### src/hw/rtl/rqra_pkg.sv
// ----------------------------------------------------------------------------
// rqra_pkg: shared types and constants for the ring queue running average
// Widths, payload structs, internal control structs and sequencer states.
// ----------------------------------------------------------------------------
`default_nettype none

package rqra_pkg;

  // Ring size: one slot stays empty to tell full from empty.
  localparam int SLOTS  = 6;
  localparam int IDX_W  = $clog2(SLOTS);
  localparam int CNT_W  = $clog2(SLOTS);
  localparam int TAG_W  = 16;
  localparam int HGT_W  = 12;
  localparam int HGT_MAX = (1 << HGT_W) - 1;
  localparam int SUM_W  = $clog2((SLOTS - 1) * HGT_MAX + 1);
  // Dividend is 2*sum + count, divisor is 2*count.
  localparam int NUM_W  = SUM_W + 2;
  localparam int DEN_W  = CNT_W + 1;
  localparam int STEP_W = $clog2(NUM_W + 1);

  typedef enum logic {
    OP_INSERT = 1'b0,
    OP_REMOVE = 1'b1
  } opcode_t;

  typedef enum logic [1:0] {
    STAT_INSERT  = 2'd0,
    STAT_REMOVED = 2'd1,
    STAT_EMPTY   = 2'd2
  } status_t;

  typedef struct packed {
    opcode_t            opcode;
    logic [TAG_W-1:0]   record_tag;
    logic [HGT_W-1:0]   record_height;
  } in_item_t;

  typedef struct packed {
    status_t            status;
    logic [HGT_W-1:0]   mean_height;
    logic [TAG_W-1:0]   removed_tag;
    logic [HGT_W-1:0]   removed_height;
  } out_item_t;

  // Sequencer to ring store.
  typedef struct packed {
    logic push;
    logic pop;
  } ring_cmd_t;

  // Ring store to sequencer.
  typedef struct packed {
    logic full;
    logic empty;
  } ring_stat_t;

  typedef enum logic [2:0] {
    ST_IDLE,
    ST_UPDATE,
    ST_START,
    ST_DIV,
    ST_OUT
  } state_t;

endpackage

`default_nettype wire

### src/hw/rtl/rqra_ring.sv
// ----------------------------------------------------------------------------
// rqra_ring: circular record store with running sum and count
// Holds tags and heights, head and tail pointers, count and height sum.
// ----------------------------------------------------------------------------
`default_nettype none

module rqra_ring (
  input  wire logic                        clk,
  input  wire logic                        rst_n,
  input  wire rqra_pkg::ring_cmd_t         cmd,
  input  wire logic [rqra_pkg::TAG_W-1:0]  wr_tag,
  input  wire logic [rqra_pkg::HGT_W-1:0]  wr_height,
  output rqra_pkg::ring_stat_t             stat,
  output logic      [rqra_pkg::TAG_W-1:0]  rd_tag,
  output logic      [rqra_pkg::HGT_W-1:0]  rd_height,
  output logic      [rqra_pkg::SUM_W-1:0]  sum,
  output logic      [rqra_pkg::CNT_W-1:0]  count
);

  logic [rqra_pkg::TAG_W-1:0] tag_ring    [rqra_pkg::SLOTS];
  logic [rqra_pkg::HGT_W-1:0] height_ring [rqra_pkg::SLOTS];

  logic [rqra_pkg::IDX_W-1:0] head_r, head_nxt;
  logic [rqra_pkg::IDX_W-1:0] tail_r, tail_nxt;
  logic [rqra_pkg::CNT_W-1:0] count_r, count_nxt;
  logic [rqra_pkg::SUM_W-1:0] sum_r, sum_nxt;
  logic [rqra_pkg::TAG_W-1:0] rd_tag_r;
  logic [rqra_pkg::HGT_W-1:0] rd_height_r;
  logic                       drop;

  function automatic logic [rqra_pkg::IDX_W-1:0] next_idx(
    input logic [rqra_pkg::IDX_W-1:0] i
  );
    if (i == rqra_pkg::IDX_W'(rqra_pkg::SLOTS - 1)) begin
      return '0;
    end
    return i + rqra_pkg::IDX_W'(1);
  endfunction

  always_comb begin
    stat.full  = (next_idx(tail_r) == head_r);
    stat.empty = (head_r == tail_r);
    // Drop the oldest on a pop, or ahead of an insert into a full ring.
    drop      = cmd.pop | (cmd.push & stat.full);
    head_nxt  = drop ? next_idx(head_r) : head_r;
    tail_nxt  = cmd.push ? next_idx(tail_r) : tail_r;
    count_nxt = count_r - rqra_pkg::CNT_W'(drop) + rqra_pkg::CNT_W'(cmd.push);
    sum_nxt   = sum_r
              - (drop ? rqra_pkg::SUM_W'(rd_height_r) : '0)
              + (cmd.push ? rqra_pkg::SUM_W'(wr_height) : '0);
  end

  always_ff @(posedge clk) begin
    if (!rst_n) begin
      head_r  <= '0;
      tail_r  <= '0;
      count_r <= '0;
      sum_r   <= '0;
    end else begin
      head_r  <= head_nxt;
      tail_r  <= tail_nxt;
      count_r <= count_nxt;
      sum_r   <= sum_nxt;
    end
  end

  // Store write at the tail, registered read of the head slot.
  always_ff @(posedge clk) begin
    if (cmd.push) begin
      tag_ring[tail_r]    <= wr_tag;
      height_ring[tail_r] <= wr_height;
    end
    rd_tag_r    <= tag_ring[head_r];
    rd_height_r <= height_ring[head_r];
  end

  assign rd_tag    = rd_tag_r;
  assign rd_height = rd_height_r;
  assign sum       = sum_r;
  assign count     = count_r;

endmodule

`default_nettype wire

### src/hw/rtl/rqra_div.sv
// ----------------------------------------------------------------------------
// rqra_div: restoring divider, one quotient bit per cycle
// Takes a dividend and a non-zero divisor, pulses done with the quotient.
// ----------------------------------------------------------------------------
`default_nettype none

module rqra_div (
  input  wire logic                        clk,
  input  wire logic                        rst_n,
  input  wire logic                        start,
  input  wire logic [rqra_pkg::NUM_W-1:0]  num,
  input  wire logic [rqra_pkg::DEN_W-1:0]  den,
  output logic                             done,
  output logic      [rqra_pkg::NUM_W-1:0]  quo
);

  logic [rqra_pkg::NUM_W-1:0]  num_r, num_nxt;
  logic [rqra_pkg::DEN_W-1:0]  rem_r, rem_nxt;
  logic [rqra_pkg::DEN_W-1:0]  den_r;
  logic [rqra_pkg::STEP_W-1:0] step_r;
  logic                        busy_r;
  logic                        done_r;
  logic [rqra_pkg::DEN_W:0]    trial;
  logic [rqra_pkg::DEN_W:0]    diff;
  logic                        ge;

  always_comb begin
    trial   = {rem_r, num_r[rqra_pkg::NUM_W-1]};
    diff    = trial - {1'b0, den_r};
    ge      = (trial >= {1'b0, den_r});
    rem_nxt = ge ? diff[rqra_pkg::DEN_W-1:0] : trial[rqra_pkg::DEN_W-1:0];
    num_nxt = {num_r[rqra_pkg::NUM_W-2:0], ge};
  end

  always_ff @(posedge clk) begin
    if (!rst_n) begin
      busy_r <= 1'b0;
      done_r <= 1'b0;
      step_r <= '0;
    end else begin
      done_r <= 1'b0;
      if (start) begin
        busy_r <= 1'b1;
        step_r <= '0;
      end else if (busy_r) begin
        step_r <= step_r + rqra_pkg::STEP_W'(1);
        if (step_r == rqra_pkg::STEP_W'(rqra_pkg::NUM_W - 1)) begin
          busy_r <= 1'b0;
          done_r <= 1'b1;
        end
      end
    end
  end

  always_ff @(posedge clk) begin
    if (start) begin
      num_r <= num;
      den_r <= den;
      rem_r <= '0;
    end else if (busy_r) begin
      num_r <= num_nxt;
      rem_r <= rem_nxt;
    end
  end

  assign done = done_r;
  assign quo  = num_r;

endmodule

`default_nettype wire

### src/hw/rtl/ring_queue_running_average.sv
// ----------------------------------------------------------------------------
// ring_queue_running_average: record queue with rounded running mean height
//
// Input channel (in_valid / in_stall / in_item) carries one command per
// transfer: insert a tagged record, or remove the oldest record. The ring
// holds SLOTS-1 records; an insert into a full ring silently drops the
// oldest record first. Each command gives exactly one result transfer on
// out_valid / out_stall / out_item: an insert reports the mean height of
// the held records, rounded half up; a remove reports the popped tag and
// height, or an empty status when nothing is held.
//
// One command at a time. in_stall is high from the transfer until the
// result has been loaded into the output register. A remove passes
// through ST_UPDATE and ST_OUT; an insert through ST_UPDATE, ST_START,
// ST_DIV (the bit-serial divider forms (2*sum + count) / (2*count)) and
// ST_OUT. The next command can transfer once the sequencer is back idle.
// If the receiver stalls, the result holds in the output register and the
// next command may already transfer; its own result waits behind it.
// Synchronous reset empties the ring and clears the sum, count and valids.
// ----------------------------------------------------------------------------
`default_nettype none

module ring_queue_running_average (
  input  wire logic          clk,
  input  wire logic          rst_n,
  input  wire logic          in_valid,
  output logic               in_stall,
  input  wire rqra_pkg::in_item_t in_item,
  output logic               out_valid,
  input  wire logic          out_stall,
  output rqra_pkg::out_item_t out_item
);

  rqra_pkg::state_t     state_r, state_nxt;
  rqra_pkg::in_item_t   item_r;
  rqra_pkg::out_item_t  res_r, res_nxt;
  rqra_pkg::out_item_t  out_item_r;
  logic                 out_valid_r, out_valid_nxt;
  logic                 load_out;

  rqra_pkg::ring_cmd_t  ring_cmd;
  rqra_pkg::ring_stat_t ring_stat;
  logic [rqra_pkg::TAG_W-1:0] rd_tag;
  logic [rqra_pkg::HGT_W-1:0] rd_height;
  logic [rqra_pkg::SUM_W-1:0] sum;
  logic [rqra_pkg::CNT_W-1:0] count;

  logic                       div_start;
  logic                       div_done;
  logic [rqra_pkg::NUM_W-1:0] div_num;
  logic [rqra_pkg::DEN_W-1:0] div_den;
  logic [rqra_pkg::NUM_W-1:0] div_quo;

  logic in_xfer;

  assign in_stall = (state_r != rqra_pkg::ST_IDLE);
  assign in_xfer  = in_valid & ~in_stall;

  // Rounded mean: (2*sum + count) / (2*count), from the updated ring totals.
  assign div_num = {(rqra_pkg::NUM_W-1)'(sum), 1'b0} + rqra_pkg::NUM_W'(count);
  assign div_den = {count, 1'b0};

  rqra_ring u_ring (
    .clk       (clk),
    .rst_n     (rst_n),
    .cmd       (ring_cmd),
    .wr_tag    (item_r.record_tag),
    .wr_height (item_r.record_height),
    .stat      (ring_stat),
    .rd_tag    (rd_tag),
    .rd_height (rd_height),
    .sum       (sum),
    .count     (count)
  );

  rqra_div u_div (
    .clk   (clk),
    .rst_n (rst_n),
    .start (div_start),
    .num   (div_num),
    .den   (div_den),
    .done  (div_done),
    .quo   (div_quo)
  );

  // Sequencer: next state, ring commands and the staged result.
  always_comb begin
    state_nxt     = state_r;
    res_nxt       = res_r;
    ring_cmd      = '0;
    div_start     = 1'b0;
    load_out      = 1'b0;
    out_valid_nxt = out_valid_r & out_stall;
    case (state_r)
      rqra_pkg::ST_IDLE: begin
        if (in_xfer) begin
          state_nxt = rqra_pkg::ST_UPDATE;
        end
      end
      rqra_pkg::ST_UPDATE: begin
        res_nxt = '0;
        if (item_r.opcode == rqra_pkg::OP_INSERT) begin
          ring_cmd.push  = 1'b1;
          res_nxt.status = rqra_pkg::STAT_INSERT;
          state_nxt      = rqra_pkg::ST_START;
        end else if (ring_stat.empty) begin
          res_nxt.status = rqra_pkg::STAT_EMPTY;
          state_nxt      = rqra_pkg::ST_OUT;
        end else begin
          // Head read data is settled: the head last moved well before transfer.
          ring_cmd.pop           = 1'b1;
          res_nxt.status         = rqra_pkg::STAT_REMOVED;
          res_nxt.removed_tag    = rd_tag;
          res_nxt.removed_height = rd_height;
          state_nxt              = rqra_pkg::ST_OUT;
        end
      end
      rqra_pkg::ST_START: begin
        div_start = 1'b1;
        state_nxt = rqra_pkg::ST_DIV;
      end
      rqra_pkg::ST_DIV: begin
        if (div_done) begin
          res_nxt.mean_height = div_quo[rqra_pkg::HGT_W-1:0];
          state_nxt           = rqra_pkg::ST_OUT;
        end
      end
      rqra_pkg::ST_OUT: begin
        // Hold until the output register is free.
        if (!out_valid_r || !out_stall) begin
          load_out      = 1'b1;
          out_valid_nxt = 1'b1;
          state_nxt     = rqra_pkg::ST_IDLE;
        end
      end
      default: begin
        state_nxt = rqra_pkg::ST_IDLE;
      end
    endcase
  end

  always_ff @(posedge clk) begin
    if (!rst_n) begin
      state_r     <= rqra_pkg::ST_IDLE;
      out_valid_r <= 1'b0;
    end else begin
      state_r     <= state_nxt;
      out_valid_r <= out_valid_nxt;
    end
  end

  // Payload registers: capture the command, stage and present the result.
  always_ff @(posedge clk) begin
    if (in_xfer) begin
      item_r <= in_item;
    end
    res_r <= res_nxt;
    if (load_out) begin
      out_item_r <= res_r;
    end
  end

  assign out_valid = out_valid_r;
  assign out_item  = out_item_r;

endmodule

`default_nettype wire
### config.mk
export PLATFORM = sky130hd
export DESIGN_NAME = ring_queue_running_average
export DESIGN_NICKNAME = d
export VERILOG_FILES = /design/src/hw/rtl/rqra_pkg.sv /design/src/hw/rtl/rqra_ring.sv /design/src/hw/rtl/rqra_div.sv /design/src/hw/rtl/ring_queue_running_average.sv
export SDC_FILE = /design/constraint.sdc
export NUM_CORES = 1
export LEC_CHECK = 0
export BUFFER_PORTS_ARGS = -buffer_cell sky130_fd_sc_hd__buf_2
export CAP_MARGIN = 20
export CELL_PAD_IN_SITES_DETAIL_PLACEMENT = 0
export CELL_PAD_IN_SITES_GLOBAL_PLACEMENT = 1
export CORE_MARGIN = 1
export CORE_UTILIZATION = 47
export DETAILED_ROUTE_END_ITERATION = 6
export PLACE_DENSITY_LB_ADDON = 0.1
export SETUP_SLACK_MARGIN = 0.05
export SLEW_MARGIN = 20
export SYNTH_ARGS = -nofsm -noshare
export SYNTH_HDL_FRONTEND = slang
export SYNTH_HIERARCHICAL = 1
export SYNTH_SLANG_ARGS = --single-unit
### constraint.sdc
create_clock -name clk -period 5.95 [get_ports clk]
set_input_delay 1.19 -clock clk [delete_from_list [all_inputs] [get_ports clk]]
set_output_delay 1.19 -clock clk [all_outputs]
set_load 0.02 [all_outputs]
==> results.yml, run 1 <==
logic_synthesis:
  synth_cell_type_count: 67
  synth_edf_count: 302
  async_reset_ff_frac: 0
  syn_area_per_cell_um2: 15.9
  ys_ff_latch: 369
  synth_fp_nets: 994
  yosys_warnings: 6
  yosysSeqAreaShare: 0.711
  synth_flop_cell: "edfxtp_1"
  netlist_area_mm2: 0.0146
  syn_inst: 922
clock_tree:
  worstSkewPairLatency_ns: 0.52
  clkSlewWorstSetupHoldPaths_ns: 0.06
  post_cts_buffers: 0
  cts_hold_buf: 0
  clk_path_buf_depth: 3
  clock_sinks: 369
  cts_tree: "done"
  cts-root-buf: "clkbuf_16"
  cts_htree_levels: 2
  cts_resized: 0
  cts-buffers-inserted: 39
route:
  antenna_left: 0
  drtPass1Iterations: 4
  post_drt_wl_per_cell_um: 18.6
  drc_errors: 0
  viasPerCell: 5.19
  vias: 7498
  drt_wl_total_mm: 26.9
  drtIter0Drc: 572
pwr:
  p_leak_uw: 0.00593
  ir_drop_v: 0.000262
  power_density_mw_per_mm2: 444
  total_power_uw: 7450
worst_setup_path:
  reg2reg_from: "state_r[0]"
  crit_start: "state_r[0]"
  critPathCaptureType: "register"
  critPathSlowestCell: "dfxtp_1"
  worstPathRequired_ns: 6.31
  cp_max_fo: 34
  crit_buf_inv: 2
  cp_top_family: "compound AO/OA/AOI/OAI gates"
  startpoint_type: "register"
  reg2reg_slack_ns: 1.57
  worstSetupPathType: "register to register"
  crit_chain: "nor3b_4 > buf_4 > nor2b_1 > buf_4 > a21o_1 > and2_1 > fa_1 > fa_1 > nor2b_1 > o2111ai_1 > a21boi_0 > o211ai_1 > a21oi_1 > nor3b_1"
  arrival_ns: 4.75
  slowest_delay_ns: 0.54
final_layout:
  design_area_mm2: 0.0168
  final_layout_size_suffix_gt1_frac: 0.210
  nets: 1091
  diodes: 0
  syn_to_final_growth_pct: 14.6
  layoutNonFillerInstCount: 1444
floorplan:
  std_cell_rows: 64
  io_pins: 77
  core-area_mm2: 0.0306
  die_width_um: 178
  die_h_um: 178
  floorplan.die_area_mm2: 0.0319
  initial_utilization: 0.479
placement:
  dp_hpwl_mm: 16.8
  place_congestion: 0.771
  placed_cells: 1374
  post_dp_cell_area_mm2: 0.0156
  portBuffers: 76
global_routing:
  grt_max_degree: 43
  grt_pass1_vias: 7476
  antenna_found_initial: 0
  grt_overflow: 0
  grt_pass1_wl_mm: 42.2
  grt_util_all_layers: 0.176
worst_hold_path:
  hp-class: "register to register"
  min-delay-start: "res_r[13]"
outcome:
  outcome: "complete, no violations"
timing:
  tightest_slew_ns: 1.11
  rsz0062_at_grt: "no"
  skew_ns: 0.0213
  fin_hold_ws_ns: 0.415
  fmax_mhz: 228
  finalCritPeriodShare: 0.737
  drv_slew: 0
  fin_tns_setup_ns: 0
  finalHoldViolations: 0
  finalSetupViolCount: 0
  slew_headroom: 0.255
  timing.final.crit_period_ns: 4.38
run:
  drv.max_cap_violation_count: 0
## synthesized netlist by cell type (18+ instances only)
library cell | instances | area (um^2)
inv_1 | 58 | 218
edfxtp_1 | 302 | 9070
nand2_1 | 29 | 109
ha_1 | 24 | 300
dfxtp_1 | 67 | 1340
xor2_1 | 18 | 158
a21oi_1 | 45 | 225
and2_1 | 57 | 357
nor2_1 | 60 | 225
mux4_2 | 28 | 631
mux2i_1 | 30 | 300
## cells by family (layout without fill, tap and decap cells)
| family | after synthesis | count (layout) | synth area share |
|---|---|---|---|
| flip-flops | 369 | 369 | 0.711 |
| AND/OR/NAND/NOR | 223 | 223 | 0.0844 |
| buffers and inverters | 94 | 220 | 0.0268 |
| AO/OA/AOI/OAI | 87 | 87 | 0.0394 |
| multiplexers | 75 | 75 | 0.0767 |
| adder cells (fa/ha/maj) | 39 | 39 | 0.0410 |
| XOR/XNOR | 34 | 34 | 0.0203 |
| other | 1 | 1 | 0.000256 |
## per-layer routing
| metal | GRT usage | vias to the layer above | routed length, um |
|---|---|---|---|
| met5 | 0 | - | 0 |
| met4 | 0.0470 | 0 | 516 |
| met2 | 0.280 | 136 | 12600 |
| li1 | - | 3581 | - |
| met3 | 0.0283 | 37 | 1000 |
| met1 | 0.251 | 3744 | 12800 |
## power by group
part           internal, uW  total (uW)  switching, uW
combinational           636        1550            919
clock                  1350        2290            938
sequential             3330        3600            276
total                  5320        7450           2130
## worst register-to-register path, delay by kind of cell, from the launching register on
kind | cells | cell delay [ns]
AOI/OAI and AO/OA | 5 | 1.13
DFF | 1 | 0.54
buffers and inverters | 2 | 0.71
and+or+nand+nor | 5 | 0.94
adders and majority gates | 2 | 0.91
## registers in the layout, indices dropped and copies added, names as in the netlist, 4 cells and up
| name | cells |
|---|---|
| u_div/quo | 17 |
| u_div/rem_r | 4 |
| res_r | 42 |
| u_ring/rd_height | 12 |
| out_item | 42 |
| u_div/step_r | 5 |
| u_div/den_r | 4 |
| u_ring/rd_tag | 16 |
| u_ring/sum | 15 |
| u_ring/tag_ring | 96 |
| item_r | 29 |
| u_ring/height_ring | 72 |
## placed cells by master (no fill, tap or decap), drive strengths merged, types with 15 or more instances in the layout
cell type	n
clkbuf	54
and2	57
ha	24
a21oi	45
mux2	17
xnor2	16
dfxtp	67
buf	92
mux4	28
edfxtp	302
nor2	60
mux2i	30
fa	15
xor2	18
inv	58
nand2	29
## layout make-up
class,instances,area (um^2)
Timing Repair Buffer,92,513
Fill cell,2476,13800
Clock buffer,54,1070
Multi-Input combinational cell,459,3910
Sequential cell,369,10400
Tap cell,396,495
Inverter,58,218
Clock inverter,16,149
## stage by stage
stage | util | setup slack [ns]
2_1_floorplan | - | 0.103
3_3_place_gp | 0.508 | 1.62
3_5_place_dp | 0.508 | 1.53
4_1_cts | 0.548 | 1.53
5_1_grt | 0.548 | 1.13
6_report | 0.548 | 1.57
## worst paths after layout
check                   end  cells past startpoint
min reg2reg    out_item[13]                      0
max          u_ring/sum[12]                     14
min            out_item[13]                      0
max reg2reg  u_ring/sum[12]                     14
No activity file was read; power rests on OpenSTA's default activity.
==> run 2, diff against run 1 <==
--- a/config.mk
+++ b/config.mk
@@ -5,12 +5,13 @@
 export SDC_FILE = /design/constraint.sdc
 export NUM_CORES = 1
 export LEC_CHECK = 0
+export ABC_AREA = 1
 export BUFFER_PORTS_ARGS = -buffer_cell sky130_fd_sc_hd__buf_2
 export CAP_MARGIN = 20
 export CELL_PAD_IN_SITES_DETAIL_PLACEMENT = 0
 export CELL_PAD_IN_SITES_GLOBAL_PLACEMENT = 1
 export CORE_MARGIN = 1
-export CORE_UTILIZATION = 47
+export CORE_UTILIZATION = 50
 export DETAILED_ROUTE_END_ITERATION = 6
 export PLACE_DENSITY_LB_ADDON = 0.1
 export SETUP_SLACK_MARGIN = 0.05
==> constraint.sdc (replaced) <==
create_clock -name clk -period 4.55 [get_ports clk]
set_input_delay 0.91 -clock clk [delete_from_list [all_inputs] [get_ports clk]]
set_output_delay 0.91 -clock clk [all_outputs]
set_load 0.02 [all_outputs]
==> results.yml, run 2 <==
pwr:
  p_leak_uw: 0.00676
  power_density_mw_per_mm2: 600
  ir_drop_v: 0.000340
  total_power_uw: 10400
route:
  post_drt_wl_per_cell_um: 16.3
  drtIter0Drc: 642
  viasPerCell: 5.04
  drc_errors: 0
  vias: 8894
  drt_wl_total_mm: 28.7
  drtPass1Iterations: 5
  antenna_left: 0
final_layout:
  fillers: 2480
  diodes: 0
  largest_registers: "u_ring/tag_ring: 96 flops, u_ring/height_ring: 72 flops"
  final_common_cell: "edfxtp_1"
  largest_reg_flops: 96
  syn_to_final_growth_pct: 15.2
  multi_input_area_mm2: 0.00381
  layoutNonFillerInstCount: 1766
  largest_register: "u_ring/tag_ring"
  utilization: 0.584
  seq_area_mm2: 0.0104
  nets: 1417
  mostFrequentLayoutCells: "edfxtp_1 (302), nand2_1 (188), inv_1 (150)"
  final_layout_size_suffix_gt1_frac: 0.156
logic_synthesis:
  netlist_area_mm2: 0.0150
  syn_area_per_cell_um2: 12.0
  yosys_warnings: 6
  syn_inst: 1250
  synth_fp_nets: 1322
global_routing:
  grt_pass1_vias: 8703
  grt_overflow: 0
  grt_max_degree: 88
  grt_pass1_wl_mm: 46.1
  antenna_found_initial: 0
  grt_util_all_layers: 0.194
floorplan:
  die_width_um: 175
  core-area_mm2: 0.0296
  io_pins: 77
  floorplan.die_area_mm2: 0.0307
  initial_utilization: 0.507
  std_cell_rows: 63
  die_h_um: 175
clock_tree:
  cts-buffers-inserted: 39
  cts_tree: "done"
  cts-root-buf: "clkbuf_16"
  cts_hold_buf: 0
  clkSlewWorstSetupHoldPaths_ns: 0.06
  worstSkewPairLatency_ns: 0.54
  clock_sinks: 369
  clk_path_buf_depth: 3
  post_cts_buffers: 0
  cts_resized: 0
  cts_htree_levels: 2
timing:
  finalHoldViolations: 0
  slew_headroom: 0.295
  fmax_mhz: 259
  fin_tns_setup_ns: 0
  finalCritPeriodShare: 0.849
  setup_slack_ns: 0.685
  drv_slew: 0
  skew_ns: 0.0230
  timing.final.crit_period_ns: 3.86
  rsz0062_at_grt: "no"
  finalSetupViolCount: 0
  tightest_slew_ns: 1.06
worst_setup_path:
  crit_chain: "xor2_1 > nor3_1 > nor2_2 > inv_2 > nor2_1 > clkinv_1 > nand2_2 > inv_2 > nor2_1 > fa_1 > fa_1 > inv_1 > nand2_1 > a21oi_1 > nand2_1 > nand2_1 > nand2_1 > a21oi_1 > nor2_1"
  critPathCaptureType: "register"
  cpMostUsedCell: "nand2_1"
  cp_top_family: "simple AND/OR/NAND/NOR gates"
  critPathSlowestCell: "dfxtp_1"
  crit_buf_inv: 4
  worstPathRequired_ns: 4.98
  slowest_delay_ns: 0.52
  cp_max_fo: 12
  worstSetupPathType: "register to register"
  startpoint_type: "register"
  arrival_ns: 4.29
placement:
  place_congestion: 0.799
  dp_hpwl_mm: 18.1
  placed_cells: 1694
  post-place-ws_ns: 0.704
  portBuffers: 76
outcome:
  outcome: "complete, no violations"
run:
  drv.max_cap_violation_count: 0
worst_hold_path:
  hp-class: "register to register"
[run 2: per-layer routing]
metal | routed length (um) | up-vias | global-route usage
li1 | - | 4414 | -
met1 | 13700 | 4276 | 0.270
met2 | 13500 | 159 | 0.318
met3 | 1080 | 45 | 0.0307
met4 | 553 | 0 | 0.0522
met5 | 0 | - | 0
[run 2: power by group]
group / switching [uW] / internal (uW) / total [uW] / leakage, uW
Clock: 1280 / 2010 / 3300 / 0.000659
Sequential: 294 / 4330 / 4630 / 0.00333
Combinational: 1630 / 802 / 2430 / 0.00278
Total: 3210 / 7150 / 10400 / 0.00676
[run 2: final cells by class]
class	instances	share of cell area
Clock inverter	22	0.0175
Clock buffer	50	0.0618
Multi-Input combinational cell	678	0.221
Sequential cell	369	0.603
Timing Repair Buffer	96	0.0338
Inverter	161	0.0350
Tap cell	390	0.0283
[run 2: path summary, 6_finish.rpt]
check / end / from / cells past startpoint / slack [ns]
setup / recovery: u_ring/sum[14] / u_ring/head_r[2] / 19 / 0.69
setup reg to reg: u_ring/sum[14] / u_ring/head_r[2] / 19 / 0.69
hold / removal: out_item[1] / res_r[1] / 0 / 0.42
hold reg to reg: out_item[1] / res_r[1] / 0 / 0.42
[run 2: through the flow]
stage          area, um^2  hold slack [ns]
6_report            17300            0.417
5_1_grt             17300            0.422
4_1_cts             17300            0.418
3_5_place_dp        15900            0.405
3_3_place_gp        15800            0.403
2_1_floorplan       15000            0.400
[run 2: worst reg2reg max path, stage by stage, from the launching register on]
cell and delay [ns]:
dfxtp_1 0.52, xor2_1 0.11, nor3_1 0.33, nor2_2 0.09, inv_2 0.06, nor2_1 0.04, clkinv_1 0.16, nand2_2 0.08
inv_2 0.27, nor2_1 0.11, fa_1 0.52, fa_1 0.43, inv_1 0.08, nand2_1 0.07, a21oi_1 0.33, nand2_1 0.09
nand2_1 0.17, nand2_1 0.10, a21oi_1 0.15, nor2_1 0.06
==> run 3, diff against run 2 <==
--- a/config.mk
+++ b/config.mk
@@ -11,7 +11,7 @@
 export CELL_PAD_IN_SITES_DETAIL_PLACEMENT = 0
 export CELL_PAD_IN_SITES_GLOBAL_PLACEMENT = 1
 export CORE_MARGIN = 1
-export CORE_UTILIZATION = 50
+export CORE_UTILIZATION = 45
 export DETAILED_ROUTE_END_ITERATION = 6
 export PLACE_DENSITY_LB_ADDON = 0.1
 export SETUP_SLACK_MARGIN = 0.05
==> constraint.sdc (replaced) <==
create_clock -name clk -period 3.5 [get_ports clk]
set_input_delay 0.7 -clock clk [delete_from_list [all_inputs] [get_ports clk]]
set_output_delay 0.7 -clock clk [all_outputs]
set_load 0.02 [all_outputs]
==> results.yml, run 3 (synthesis results as in run 2) <==
floorplan:
  die_h_um: 185
  initial_utilization: 0.460
  floorplan.die_area_mm2: 0.0340
  die_width_um: 185
  core-area_mm2: 0.0326
  io_pins: 77
  std_cell_rows: 66
final_layout:
  largest_reg_flops: 96
  final_layout_size_suffix_gt1_frac: 0.165
  mostFrequentLayoutCells: "edfxtp_1 (302), nand2_1 (188), inv_1 (150)"
  nets: 1424
  seq_area_mm2: 0.0104
  syn_to_final_growth_pct: 16.4
  diodes: 0
  largest_registers: "u_ring/tag_ring: 96 flops, u_ring/height_ring: 72 flops"
  final_common_cell: "edfxtp_1"
  fillers: 2821
  largest_register: "u_ring/tag_ring"
  utilization: 0.535
  multi_input_area_mm2: 0.00384
timing:
  timing.final.crit_period_ns: 3.26
  finalHoldViolations: 0
  finalSetupViolCount: 0
  drv_slew: 0
  fin_hold_ws_ns: 0.328
  skew_ns: 0.0210
  finalCritPeriodShare: 0.932
  fmax_mhz: 307
  rsz0062_at_grt: "no"
  tightest_slew_ns: 0.854
  slew_headroom: 0.430
  setup_slack_ns: 0.239
  fin_tns_setup_ns: 0
pwr:
  total_power_uw: 13700
  p_leak_uw: 0.00683
  power_density_mw_per_mm2: 788
  ir_drop_v: 0.000440
worst_setup_path:
  reg2reg_depth: 22
  critPathCaptureType: "register"
  worstPathRequired_ns: 3.96
  cp_max_fo: 10
  reg2reg_from: "u_ring/head_r[0]"
  startpoint_type: "register"
  r2r_end: "u_ring/sum[9]"
  worstSetupPathType: "register to register"
  reg2reg_slack_ns: 0.24
  arrival_ns: 3.73
clock_tree:
  clkSlewWorstSetupHoldPaths_ns: 0.06
  clock_sinks: 369
  cts-buffers-inserted: 41
  cts_tree: "done"
  worstSkewPairLatency_ns: 0.54
  clk_path_buf_depth: 3
  post_cts_buffers: 0
  cts-root-buf: "clkbuf_16"
  cts_htree_levels: 2
  cts_hold_buf: 0
global_routing:
  antenna_found_initial: 0
  grt_pass1_wl_mm: 47.3
  grt_pass1_vias: 8716
  grt_util_all_layers: 0.181
  grt_overflow: 0
  grt_max_degree: 70
worst_hold_path:
  hp-class: "input port to register"
  min-delay-start: "in_item[9]"
  holdPathEnd: "item_r[9]"
  whs_path_depth: 1
placement:
  post-place-ws_ns: 0.0268
  dp_hpwl_mm: 18.0
  place_congestion: 0.821
  portBuffers: 76
route:
  vias: 8797
  drt_wl_total_mm: 29.8
  viasPerCell: 4.81
  drc_errors: 0
  post_drt_wl_per_cell_um: 16.3
  drtIter0Drc: 496
  antenna_left: 0
  drtPass1Iterations: 6
run:
  drv.max_cap_violation_count: 0
outcome:
  outcome: "complete, no violations"
[run 3: cell types whose count changed in the layout (fill, tap and decap cells not counted), sizes merged]
cell	delta
inv	+1
buf	+5
bufinv	+2
clkinv	+4
clkinvlp	-3
[run 3: repair_timing]
action / CTS / global route
pin swaps: 0 / 2
gates resized for setup: 1 / 10
setup endpoints to repair: 3 / 10
[run 3: power by group]
part | internal, uW | leakage, uW | switching [uW] | total (uW)
Sequential | 5630 | 0.00333 | 383 | 6020
Combinational | 1050 | 0.00279 | 2140 | 3190
Clock | 2820 | 0.000707 | 1710 | 4530
Total | 9510 | 0.00683 | 4230 | 13700
[run 3: worst max-delay path by stage]
stage | endpoint | startpoint | cells after the start | slack, ns
global placement | u_ring/sum[14] | u_ring/tail_r[2] | 20 | 0.08
floorplan | u_ring/sum[14] | u_ring/head_r[2] | 25 | 0.09
detailed placement | u_ring/sum[14] | u_ring/tail_r[2] | 20 | 0.03
global route | u_ring/sum[13] | u_ring/head_r[0] | 20 | 0.04
finish | u_ring/sum[9] | u_ring/head_r[0] | 22 | 0.24
CTS | u_ring/sum[14] | u_ring/tail_r[2] | 19 | 0.09
[run 3: final cells by class]
type                       count  area share
tap                          442      0.0317
clock inverter                26      0.0201
multi-input combinational    678       0.220
sequential                   369       0.597
clock buffer                  50      0.0626
inverter                     161      0.0347
timing repair buffer         101      0.0335
[run 3: routing by layer]
metal,up-vias,share of wire,GRT usage
met5,-,0,0
met4,0,0.017,0.0453
met3,47,0.035,0.0277
met2,148,0.47,0.294
met1,4182,0.48,0.255
li1,4420,-,-
[run 3: worst max-delay path: stages, from the launching register on]
cell,delay (ns)
dfxtp_2,0.33
xor2_2,0.18
nor3_2,0.26
nor2_2,0.09
inv_2,0.06
nor2_1,0.05
clkinv_2,0.05
nand2_2,0.05
inv_2,0.07
buf_4,0.22
nor2_1,0.09
fa_1,0.50
inv_1,0.04
ha_1,0.33
a21oi_1,0.14
nand2_1,0.17
nand2_1,0.10
nand2_1,0.13
nand2_1,0.10
nand2_1,0.06
nand2_1,0.05
nand2_1,0.05
nor2_1,0.09
[run 3: per-stage QoR]
step	std cells	instance area [um^2]
floorplan	1250	15000
global placement	1751	16000
detailed placement	1751	16000
CTS	1827	17400
global route	1827	17400
finish	1827	17400
